`config.mk`:
```
export PLATFORM = sky130hd
export DESIGN_NAME = delta_sample_channel_flat
export DESIGN_NICKNAME = d
export VERILOG_FILES = /design/src/dsc_pkg.sv /design/src/dsc_if.sv /design/src/delta_sample_channel.sv /design/src/flat_wrapper.sv
export SDC_FILE = /design/constraint.sdc
export NUM_CORES = 1
export LEC_CHECK = 0
export ABC_AREA = 1
export BUFFER_PORTS_ARGS = -buffer_cell sky130_fd_sc_hd__clkbuf_2
export CORE_MARGIN = 8
export CORE_UTILIZATION = 55
export CTS_BUF_LIST = sky130_fd_sc_hd__clkbuf_4
export DETAILED_ROUTE_END_ITERATION = 12
export PLACE_DENSITY_LB_ADDON = 0.2
export SYNTH_ARGS = -nofsm -noshare
export SYNTH_HDL_FRONTEND = slang
export SYNTH_SLANG_ARGS = --single-unit
```
`constraint.sdc`:
```
create_clock -name clk -period 3.9 [get_ports clk]
set_clock_uncertainty 0.15 [all_clocks]
set_input_delay 0.585 -clock clk [delete_from_list [all_inputs] [get_ports clk]]
set_output_delay 0.585 -clock clk [all_outputs]
set_load 0.01 [all_outputs]
```
`src/dsc_pkg.sv`:
```
// Package for the delta sample channel: action codes, register map,
// constants and the result word type. No dependencies.

package dsc_pkg;

  localparam logic [1:0] ACT_TICK    = 2'd0;
  localparam logic [1:0] ACT_START   = 2'd1;
  localparam logic [1:0] ACT_DELIVER = 2'd2;

  localparam int unsigned PADDR_W = 5;
  localparam int unsigned PDATA_W = 32;

  localparam logic [2:0] REG_RATE_PERIOD   = 3'd0;
  localparam logic [2:0] REG_START_ADDRESS = 3'd1;
  localparam logic [2:0] REG_SAMPLE_LENGTH = 3'd2;
  localparam logic [2:0] REG_LOOP_ENABLE   = 3'd3;
  localparam logic [2:0] REG_IRQ_ENABLE    = 3'd4;

  localparam logic [9:0]  RATE_PERIOD_RST   = 10'd428;
  localparam logic [15:0] START_ADDRESS_RST = 16'hC000;
  localparam logic [11:0] SAMPLE_LENGTH_RST = 12'd1;

  localparam logic [6:0]  LEVEL_TOP     = 7'd126;
  localparam logic [15:0] WRAP_ADDR     = 16'h8000;
  localparam logic [15:0] LAST_ADDR     = 16'hFFFF;
  localparam logic [3:0]  BITS_PER_BYTE = 4'd8;

  typedef struct packed {
    logic [6:0]  output_level;
    logic        fetch_request;
    logic [15:0] fetch_address;
    logic        irq_flag;
    logic        playing;
  } dsc_result_t;

endpackage

```
`src/dsc_if.sv`:
```
// Valid/ready channel interfaces for the delta sample channel's input and
// result words.

interface dsc_in_if;
  logic       valid;
  logic       ready;
  logic [1:0] action;
  logic [7:0] fetched_byte;

  modport source (output valid, output action, output fetched_byte, input ready);
  modport sink (input valid, input action, input fetched_byte, output ready);
endinterface

interface dsc_out_if;
  logic        valid;
  logic        ready;
  logic [6:0]  output_level;
  logic        fetch_request;
  logic [15:0] fetch_address;
  logic        irq_flag;
  logic        playing;

  modport source (output valid, output output_level, output fetch_request,
                  output fetch_address, output irq_flag, output playing, input ready);
  modport sink (input valid, input output_level, input fetch_request,
                input fetch_address, input irq_flag, input playing, output ready);
endinterface

```
`src/delta_sample_channel.sv`:
```
// Delta-modulation sample channel with APB register port and valid/ready
// input and result channels. Depends on dsc_pkg and the interfaces in dsc_if.
//
//   channel   direction  word                                 accepted when
//   in_ch     in         action, fetched_byte                 valid && ready
//   out_ch    out        level, request, address, irq, playing valid && ready
//   APB       in/out     rate, start, length, loop, irq_en    psel && penable && pwrite
//
// Each input word updates the channel state; its result word is registered in the output
// register, so one word per cycle is sustained while the consumer does not stall.
// A skid register behind the output register keeps one more input word accepted
// while the consumer stalls; in_ch.ready drops only when the skid register is full.
// Reset is synchronous and active low; it restores all registers but main_r and skid_r.

module delta_sample_channel (
  input  logic                         clk,
  input  logic                         rst_n,
  dsc_in_if.sink                       in_ch,
  dsc_out_if.source                    out_ch,
  input  logic                         psel,
  input  logic                         penable,
  input  logic                         pwrite,
  input  logic [dsc_pkg::PADDR_W-1:0]  paddr,
  input  logic [dsc_pkg::PDATA_W-1:0]  pwdata,
  output logic [dsc_pkg::PDATA_W-1:0]  prdata,
  output logic                         pready
);
  import dsc_pkg::*;

  logic [9:0]  rate_period_r;
  logic [15:0] start_address_r;
  logic [11:0] sample_length_r;
  logic        loop_enable_r;
  logic        irq_enable_r;

  logic [9:0]  period_count_r, period_count_nxt;
  logic [6:0]  delta_level_r, delta_level_nxt;
  logic [7:0]  bit_shifter_r, bit_shifter_nxt;
  logic [3:0]  bits_left_r, bits_left_nxt;
  logic [7:0]  sample_buffer_r, sample_buffer_nxt;
  logic        buffer_empty_r, buffer_empty_nxt;
  logic        silent_r, silent_nxt;
  logic [15:0] current_address_r, current_address_nxt;
  logic [11:0] bytes_remaining_r, bytes_remaining_nxt;
  logic        irq_pending_r, irq_pending_nxt;
  logic        fetch_outstanding_r, fetch_outstanding_nxt;

  dsc_result_t result;
  dsc_result_t main_r, skid_r;
  logic        main_valid_r, skid_valid_r;
  logic        push, pop, cfg_write;
  logic [3:0]  bits_dec;
  logic [11:0] remaining_dec;

  // Register port
  assign pready    = 1'b1;
  assign cfg_write = psel && penable && pwrite;

  always_ff @(posedge clk) begin
    if (!rst_n) begin
      rate_period_r   <= RATE_PERIOD_RST;
      start_address_r <= START_ADDRESS_RST;
      sample_length_r <= SAMPLE_LENGTH_RST;
      loop_enable_r   <= 1'b0;
      irq_enable_r    <= 1'b0;
    end else if (cfg_write) begin
      case (paddr[4:2])
        REG_RATE_PERIOD:   rate_period_r   <= pwdata[9:0];
        REG_START_ADDRESS: start_address_r <= pwdata[15:0];
        REG_SAMPLE_LENGTH: sample_length_r <= pwdata[11:0];
        REG_LOOP_ENABLE:   loop_enable_r   <= pwdata[0];
        REG_IRQ_ENABLE:    irq_enable_r    <= pwdata[0];
        default: ;
      endcase
    end
  end

  always_comb begin
    case (paddr[4:2])
      REG_RATE_PERIOD:   prdata = {22'd0, rate_period_r};
      REG_START_ADDRESS: prdata = {16'd0, start_address_r};
      REG_SAMPLE_LENGTH: prdata = {20'd0, sample_length_r};
      REG_LOOP_ENABLE:   prdata = {31'd0, loop_enable_r};
      REG_IRQ_ENABLE:    prdata = {31'd0, irq_enable_r};
      default:           prdata = '0;
    endcase
  end

  // Channel state update for one input word
  assign bits_dec      = bits_left_r - 4'd1;
  assign remaining_dec = bytes_remaining_r - 12'd1;

  always_comb begin
    period_count_nxt      = period_count_r;
    delta_level_nxt       = delta_level_r;
    bit_shifter_nxt       = bit_shifter_r;
    bits_left_nxt         = bits_left_r;
    sample_buffer_nxt     = sample_buffer_r;
    buffer_empty_nxt      = buffer_empty_r;
    silent_nxt            = silent_r;
    current_address_nxt   = current_address_r;
    bytes_remaining_nxt   = bytes_remaining_r;
    irq_pending_nxt       = irq_pending_r;
    fetch_outstanding_nxt = fetch_outstanding_r;

    case (in_ch.action)
      ACT_TICK: begin
        if (period_count_r > 10'd1) begin
          period_count_nxt = period_count_r - 10'd1;
        end else begin
          period_count_nxt = rate_period_r;
          if (!silent_r) begin
            if (!bit_shifter_r[0]) begin
              if (delta_level_r > 7'd1) delta_level_nxt = delta_level_r - 7'd2;
            end else begin
              if (delta_level_r < LEVEL_TOP) delta_level_nxt = delta_level_r + 7'd2;
            end
          end
          bit_shifter_nxt = {1'b0, bit_shifter_r[7:1]};
          bits_left_nxt   = bits_dec;
          if (bits_dec == 4'd0) begin
            bits_left_nxt = BITS_PER_BYTE;
            if (!buffer_empty_r) begin
              bit_shifter_nxt  = sample_buffer_r;
              buffer_empty_nxt = 1'b1;
              silent_nxt       = 1'b0;
            end else begin
              silent_nxt = 1'b1;
            end
          end
        end
      end
      ACT_START: begin
        irq_pending_nxt = 1'b0;
        if (bytes_remaining_r == 12'd0) begin
          current_address_nxt = start_address_r;
          bytes_remaining_nxt = sample_length_r;
        end
      end
      ACT_DELIVER: begin
        if (fetch_outstanding_r) begin
          fetch_outstanding_nxt = 1'b0;
          sample_buffer_nxt     = in_ch.fetched_byte;
          buffer_empty_nxt      = 1'b0;
          current_address_nxt   = (current_address_r == LAST_ADDR) ? WRAP_ADDR
                                                                   : current_address_r + 16'd1;
          bytes_remaining_nxt   = remaining_dec;
          if (remaining_dec == 12'd0) begin
            if (loop_enable_r) begin
              bytes_remaining_nxt = sample_length_r;
              current_address_nxt = start_address_r;
            end else if (irq_enable_r) begin
              irq_pending_nxt = 1'b1;
            end
          end
        end
      end
      default: ;
    endcase

    if (buffer_empty_nxt && bytes_remaining_nxt != 12'd0) fetch_outstanding_nxt = 1'b1;

    result.output_level  = delta_level_nxt;
    result.fetch_request = fetch_outstanding_nxt;
    result.fetch_address = fetch_outstanding_nxt ? current_address_nxt : 16'd0;
    result.irq_flag      = irq_pending_nxt;
    result.playing       = bytes_remaining_nxt != 12'd0;
  end

  // Handshake
  assign in_ch.ready = !skid_valid_r;
  assign push        = in_ch.valid && !skid_valid_r;
  assign pop         = main_valid_r && out_ch.ready;

  always_ff @(posedge clk) begin
    if (!rst_n) begin
      period_count_r      <= 10'd1;
      delta_level_r       <= 7'd0;
      bit_shifter_r       <= 8'd0;
      bits_left_r         <= BITS_PER_BYTE;
      sample_buffer_r     <= 8'd0;
      buffer_empty_r      <= 1'b1;
      silent_r            <= 1'b1;
      current_address_r   <= 16'd0;
      bytes_remaining_r   <= 12'd0;
      irq_pending_r       <= 1'b0;
      fetch_outstanding_r <= 1'b0;
    end else if (push) begin
      period_count_r      <= period_count_nxt;
      delta_level_r       <= delta_level_nxt;
      bit_shifter_r       <= bit_shifter_nxt;
      bits_left_r         <= bits_left_nxt;
      sample_buffer_r     <= sample_buffer_nxt;
      buffer_empty_r      <= buffer_empty_nxt;
      silent_r            <= silent_nxt;
      current_address_r   <= current_address_nxt;
      bytes_remaining_r   <= bytes_remaining_nxt;
      irq_pending_r       <= irq_pending_nxt;
      fetch_outstanding_r <= fetch_outstanding_nxt;
    end
  end

  always_ff @(posedge clk) begin
    if (!rst_n) begin
      main_valid_r <= 1'b0;
      skid_valid_r <= 1'b0;
    end else if (skid_valid_r) begin
      if (pop) begin
        skid_valid_r <= 1'b0;
      end
    end else if (push) begin
      if (!main_valid_r || pop) begin
        main_valid_r <= 1'b1;
      end else begin
        skid_valid_r <= 1'b1;
      end
    end else if (pop) begin
      main_valid_r <= 1'b0;
    end
  end

  always_ff @(posedge clk) begin
    if (skid_valid_r) begin
      if (pop) main_r <= skid_r;
    end else if (push) begin
      if (!main_valid_r || pop) begin
        main_r <= result;
      end else begin
        skid_r <= result;
      end
    end
  end

  assign out_ch.valid         = main_valid_r;
  assign out_ch.output_level  = main_r.output_level;
  assign out_ch.fetch_request = main_r.fetch_request;
  assign out_ch.fetch_address = main_r.fetch_address;
  assign out_ch.irq_flag      = main_r.irq_flag;
  assign out_ch.playing       = main_r.playing;

  // Checks
  a_skid_needs_main: assert property (@(posedge clk) disable iff (!rst_n)
    skid_valid_r |-> main_valid_r) else $error("skid word held without output word");

  a_fetch_needs_bytes: assert property (@(posedge clk) disable iff (!rst_n)
    fetch_outstanding_r |-> (bytes_remaining_r != 12'd0 && buffer_empty_r))
    else $error("fetch outstanding with full buffer or no bytes left");

  a_level_even: assert property (@(posedge clk) disable iff (!rst_n)
    !delta_level_r[0] && delta_level_r <= LEVEL_TOP) else $error("delta level out of range");

  a_no_address_idle: assert property (@(posedge clk) disable iff (!rst_n)
    (main_valid_r && !main_r.fetch_request) |-> main_r.fetch_address == 16'd0)
    else $error("fetch address set without request");

  a_skid_drains: assert property (@(posedge clk) disable iff (!rst_n)
    (skid_valid_r && pop) |=> (main_valid_r && !skid_valid_r))
    else $error("skid word lost on drain");

endmodule

```
`src/flat_wrapper.sv`:
```
// flat-port wrapper written by rule: the top's interface ports become plain ports
module delta_sample_channel_flat import dsc_pkg::*;
  (clk, rst_n, psel, penable, pwrite, paddr, pwdata, prdata, pready, in_ch_valid, in_ch_action, in_ch_fetched_byte, in_ch_ready, out_ch_valid, out_ch_output_level, out_ch_fetch_request, out_ch_fetch_address, out_ch_irq_flag, out_ch_playing, out_ch_ready);
  dsc_in_if in_ch_i ();
  dsc_out_if out_ch_i ();
  input  logic clk;
  input  logic rst_n;
  input  logic psel;
  input  logic penable;
  input  logic pwrite;
  input  logic [dsc_pkg::PADDR_W-1:0] paddr;
  input  logic [dsc_pkg::PDATA_W-1:0] pwdata;
  output logic [dsc_pkg::PDATA_W-1:0] prdata;
  output logic pready;
  input wire logic [$bits(in_ch_i.valid)-1:0] in_ch_valid;
  input wire logic [$bits(in_ch_i.action)-1:0] in_ch_action;
  input wire logic [$bits(in_ch_i.fetched_byte)-1:0] in_ch_fetched_byte;
  output wire logic [$bits(in_ch_i.ready)-1:0] in_ch_ready;
  output wire logic [$bits(out_ch_i.valid)-1:0] out_ch_valid;
  output wire logic [$bits(out_ch_i.output_level)-1:0] out_ch_output_level;
  output wire logic [$bits(out_ch_i.fetch_request)-1:0] out_ch_fetch_request;
  output wire logic [$bits(out_ch_i.fetch_address)-1:0] out_ch_fetch_address;
  output wire logic [$bits(out_ch_i.irq_flag)-1:0] out_ch_irq_flag;
  output wire logic [$bits(out_ch_i.playing)-1:0] out_ch_playing;
  input wire logic [$bits(out_ch_i.ready)-1:0] out_ch_ready;
  assign in_ch_i.valid = in_ch_valid;
  assign in_ch_i.action = in_ch_action;
  assign in_ch_i.fetched_byte = in_ch_fetched_byte;
  assign in_ch_ready = in_ch_i.ready;
  assign out_ch_valid = out_ch_i.valid;
  assign out_ch_output_level = out_ch_i.output_level;
  assign out_ch_fetch_request = out_ch_i.fetch_request;
  assign out_ch_fetch_address = out_ch_i.fetch_address;
  assign out_ch_irq_flag = out_ch_i.irq_flag;
  assign out_ch_playing = out_ch_i.playing;
  assign out_ch_i.ready = out_ch_ready;
  delta_sample_channel u_core (.clk(clk), .rst_n(rst_n), .in_ch(in_ch_i), .out_ch(out_ch_i), .psel(psel), .penable(penable), .pwrite(pwrite), .paddr(paddr), .pwdata(pwdata), .prdata(prdata), .pready(pready));
endmodule
```
Word level (Yosys, flattened, before mapping)
Index checks and enable logic that the tools add are counted.
{"block": "classes", "bitwise_logic": 3, "order_cmp": 3, "n_eq_ne": 9, "reduce_logical": 29, "n_addsub": 6, "muxes": 46}
{"cell": "26-bit 2-to-1 mux", "n": 4}
{"cell": "16-bit 2-to-1 mux", "n": 6}
{"cell": "16-bit one-hot mux with 5 select lines", "n": 1}
{"cell": "12-bit 2-to-1 mux", "n": 4}
{"cell": "7-bit 2-to-1 mux", "n": 6}
{"cell": "16-bit one-hot mux with 2 select lines", "n": 1}
{"cell": "12-bit zero test", "n": 2}
{"cell": "12-bit one-hot mux with 2 select lines", "n": 1}
{"cell": "1-bit 2-to-1 mux", "n": 17}
{"cell": "16-bit by 1-bit adder with 16-bit output, second input constant", "n": 1}
{"cell": "16-bit == test, second input constant", "n": 1}
{"cell": "8-bit 2-to-1 mux", "n": 2}
{"cell": "3-bit AND reduction", "n": 5}
{"cell": "2-bit AND reduction", "n": 6}
{"cell": "12-bit nonzero test", "n": 1}
{"cell": "12-bit by 1-bit subtractor with 12-bit output, second input constant", "n": 1}
{"cell": "10-bit by 1-bit greater-than comparator with 1-bit output, second input constant", "n": 1}
{"cell": "10-bit 2-to-1 mux", "n": 1}
{"cell": "10-bit by 1-bit subtractor with 10-bit output, second input constant", "n": 1}
{"cell": "7-bit by 2-bit adder with 7-bit output, second input constant", "n": 1}
{"cell": "7-bit by 1-bit greater-than comparator with 1-bit output, second input constant", "n": 1}
{"cell": "7-bit < comparator, second input constant", "n": 1}
{"cell": "7-bit by 2-bit subtractor with 7-bit output, second input constant", "n": 1}
{"cell": "3-bit by 2-bit == test with 1-bit output, second input constant", "n": 2}
{"cell": "other kinds (17)", "n": 28}
{"block": "totals", "word_cells": 124, "register_bits": 163, "out_inout_bits": 61, "inputBits": 54}

Depth between registers and ports, before layout
{"block": "depth", "depth_word": 12, "mapped_depth": 25, "mapped_depth_nobuf": 23}

Worst setup path after synthesis
OpenSTA, ideal clock, no wires.
{"block": "synth_timing", "path_type": "register to register", "from": "reg u_core.bytes_remaining_r[0]", "to": "reg u_core.skid_r[10] (netlist name), data pin", "path_buffers": 2, "period_less_slack_ps": 2898, "arrival_time_ps": 2497, "required_ps": 3499, "path_slack_ps": 1002, "path_stages_with_launch": 21, "cell_sequence": "dfxtp_1 > inv_2 > ha_1 > buf_2 > xnor2_1 > nand4_1 > nor3_4 > nand3_1 > nand2_1 > nand2_1 > nand2_1 > nand2_1 > nand2_1 > nand2_1 > nor2_2 > nand3_2 > nand2_4 > nand2_8 > inv_4 > buf_8 > nor2_2"}
{"item": "start, declared", "line_no": "delta_sample_channel.sv:44", "text": "logic [11:0] bytes_remaining_r, bytes_remaining_nxt;"}
{"item": "start signal, assigned", "line_no": "delta_sample_channel.sv:197", "text": "bytes_remaining_r <= bytes_remaining_nxt;"}
{"item": "end signal, assigned", "line_no": "delta_sample_channel.sv:229", "text": "skid_r <= result;"}
{"item": "end, declared", "line_no": "delta_sample_channel.sv:49", "text": "dsc_result_t main_r, skid_r;"}

==> metrics <==
final cell count without fillers roughly 1,600; status completed; CTS Buf Count 17; CTS max path bufs 2; max cap viols 0; slew at the pin with the worst max-slew slack between 0.9 and 1 ns; starting density of the core 56.4%; Min-Delay Path Class input pin to flip-flop; Congestion Overflow GR 0; Die X between 100 and 150 µm; setup TNS 0 ns; Compound-Gate Fraction of Synth Area 21.5%; endpoints failing hold 0; vias per std cell approximately 5.5; crit path time final around 3.5 ns; most frequent cells after synthesis nand2_1, inv_1, o21ai_0, dfxtp_1, a21oi_1; Top Layer Used met4; Yosys top cell by area dfxtp_1; Vias ~8,700; arrival time at the worst endpoint ~3.7 ns; Synth Area in Simple Gates around a quarter; ys flop type dfxtp_1; share of cells above drive strength 1 ~13%; most frequent cell after synthesis nand2_1; vias in the first global route between 7,000 and 8,000; ANT nets after route 0; P_leak ~4.6 nW; PwrDens about 390 mW/mm²; final worst setup slack 0.436 ns; CP Data Required Time approximately 4.1 ns; PnR Total Power ~0.004 W; Post-Synth XOR/XNOR Area 1.69%; DP Area 0.00985 mm²; Total Nets Final 1,427; WL per Instance 15.3 µm; M1 WL about 11 mm; Synth area leaders dfxtp_1, edfxtp_1, nand2_1; CTS Hold Buffers Added 0; root buffer cell clkbuf_4; initial DRC count 823; largest family of logic cells by synthesized area simple AND/OR/NAND/NOR gates; die area about 0.021 mm²; crit-path max FO 18; post-synthesis mux area share 0%; post-placement cell count between 1,500 and 2,000; Worst setup SP type flip-flop; fin crit share just under 90%; area grow syn2layout 9.21%; Residual DRC 0; Post-Syn Area around 0.0093 mm²; Seq/Total Area, Yosys 39.6%; FMAX 0.289 GHz; EDFF count, synth 50; area occupied by multi-input gates between 0.004 and 0.005 mm²; CTS tree done; clk_lat worst skew 0.59 ns; met3 WL post-DR about 2.0 mm; setup bufs post-CTS 0; worst vdd rail ir drop about 0.22 mV; # setup viols final 0; DR pass1 iterations 5; core box area ~0.017 mm²; WS Path Type flip-flop to flip-flop; number of port buffers 78; Slew Viols, Final 0; Die Height 146 µm; CTS clk-pin slew, worst paths 0.15 ns; Final Routed Wirelength 24.4 mm; critical path endpoint category flip-flop; Synth Instances between 1,000 and 1,500; Slew HR around a third; synth unique cells 52; first-pass GRT wire length ~40 mm; Total GRT Usage ~22%; FILL cells around 1,600; Seq cells post-synth 160; Setup WS pre-CTS around 0.48 ns; H-tree levels 4; Post-Syn Area per Cell approximately 7.2 µm²; length of routed met2 wiring ~11 mm; pin count of the biggest net entering global routing 69; RSZ-0062 raised after global routing no; Clock Sinks 160; Synth top area share about a quarter; initial antenna violation count 1; Async SR Flop Fraction 0%; num rows between 40 and 50; post-CTS resize count 0; Adder-Cell Fraction of Synth Area under 10%; FF+latch area 0.00370 mm²; Synth Warn # 0; GP Congestion ~0.93; Final HPWL DP ~18 mm; Finished Cell Area just over 0.01 mm²; I/O pin count between 100 and 150
==> registers in the layout, summed over array words and instances (netlist names), 6 cells and up <==
register                     cells
u_core.bit_shifter_r             8
u_core.bytes_remaining_r        12
u_core.current_address_r        16
u_core.delta_level_r             6
u_core.out_ch.fetch_address     16
u_core.out_ch.output_level       6
u_core.period_count_r           10
u_core.rate_period_r            10
u_core.sample_buffer_r           8
u_core.sample_length_r          12
u_core.skid_r                   25
u_core.start_address_r          16
==> final cells by class <==
cell class / count / share of cell area, %
timing repair buffer: 101 / 5.52
inverter: 177 / 6.53
antenna: 1 / 0.0245
clock inverter: 15 / 2.24
clock buffer: 17 / 1.25
tap: 220 / 2.70
sequential: 160 / 36.3
multi-input combinational: 904 / 45.4
==> per-layer routing <==
metal	vias up	track usage [%]
met5	-	0
met4	0	6.75
met3	38	5.35
met2	359	34.0
met1	3909	31.0
li1	4440	-
==> critical path, stage by stage (launching register included) <==
cell,delay (ns)
dfxtp_1,0.46
inv_2,0.12
ha_1,0.25
buf_4,0.17
xnor2_1,0.27
nand4_1,0.20
nor3_4,0.29
nand3_1,0.10
nand2_1,0.08
nand2_1,0.04
nand2_1,0.06
nand2_1,0.05
nand2_1,0.08
nand2_1,0.10
nor2_2,0.13
nand3_2,0.15
nand2_4,0.15
nand2_8,0.11
inv_4,0.21
nor2_1,0.07
==> worst paths after layout <==
check	from	endpoint	slack [ns]	depth (start not counted)
worst min-delay path	pwdata[14]	u_core.start_address_r[14]$_SDFFE_PN1P_	0.05	3
worst max register to register	u_core.bytes_remaining_r[0]$_SDFFE_PN0P_	u_core.skid_r[17]$_DFFE_PP_	0.44	19
worst min register to register	u_core.sample_buffer_r[5]$_SDFFE_PN0P_	u_core.sample_buffer_r[5]$_SDFFE_PN0P_	0.32	2
worst max-delay path	u_core.bytes_remaining_r[0]$_SDFFE_PN0P_	u_core.skid_r[17]$_DFFE_PP_	0.44	19
==> logic make-up after synthesis <==
family                   after synthesis
AND/OR/NAND/NOR                      510
AO/OA/AOI/OAI                        346
buffers and inverters                259
flip-flops                           160
XOR/XNOR                              18
adder cells (fa/ha/maj)               12
other                                  2
==> per-stage QoR <==
step / hold slack, ns / util [%]
after global placement: 0.294 / 59.4
after detailed placement: 0.303 / 59.4
after global routing: 0.0297 / 61.5
after floorplan: 0.275 / -
final: 0.0537 / 61.5
after CTS: 0.0393 / 61.5
==> report_power, final <==
part / internal, W / switching, W
clock network: 0.000587 / 0.000650
registers: 0.00183 / 0.0000720
logic: 0.000291 / 0.000590
==> cell usage in the layout (no fill, tap or decap), drive strengths merged, types with 3 or more instances in the layout <==
cell,count
a21oi,102
a22oi,15
a31oi,11
buf,23
bufinv,5
clkbuf,95
clkinv,8
conb,18
dfxtp,110
edfxtp,50
ha,12
inv,179
nand2,292
nand3,56
nand3b,4
nand4,14
nor2,116
nor3,20
nor4,4
o211ai,52
o21ai,139
o221ai,12
o31ai,4
or2,3
xor2,16
Power figures use the tool's default switching activity.
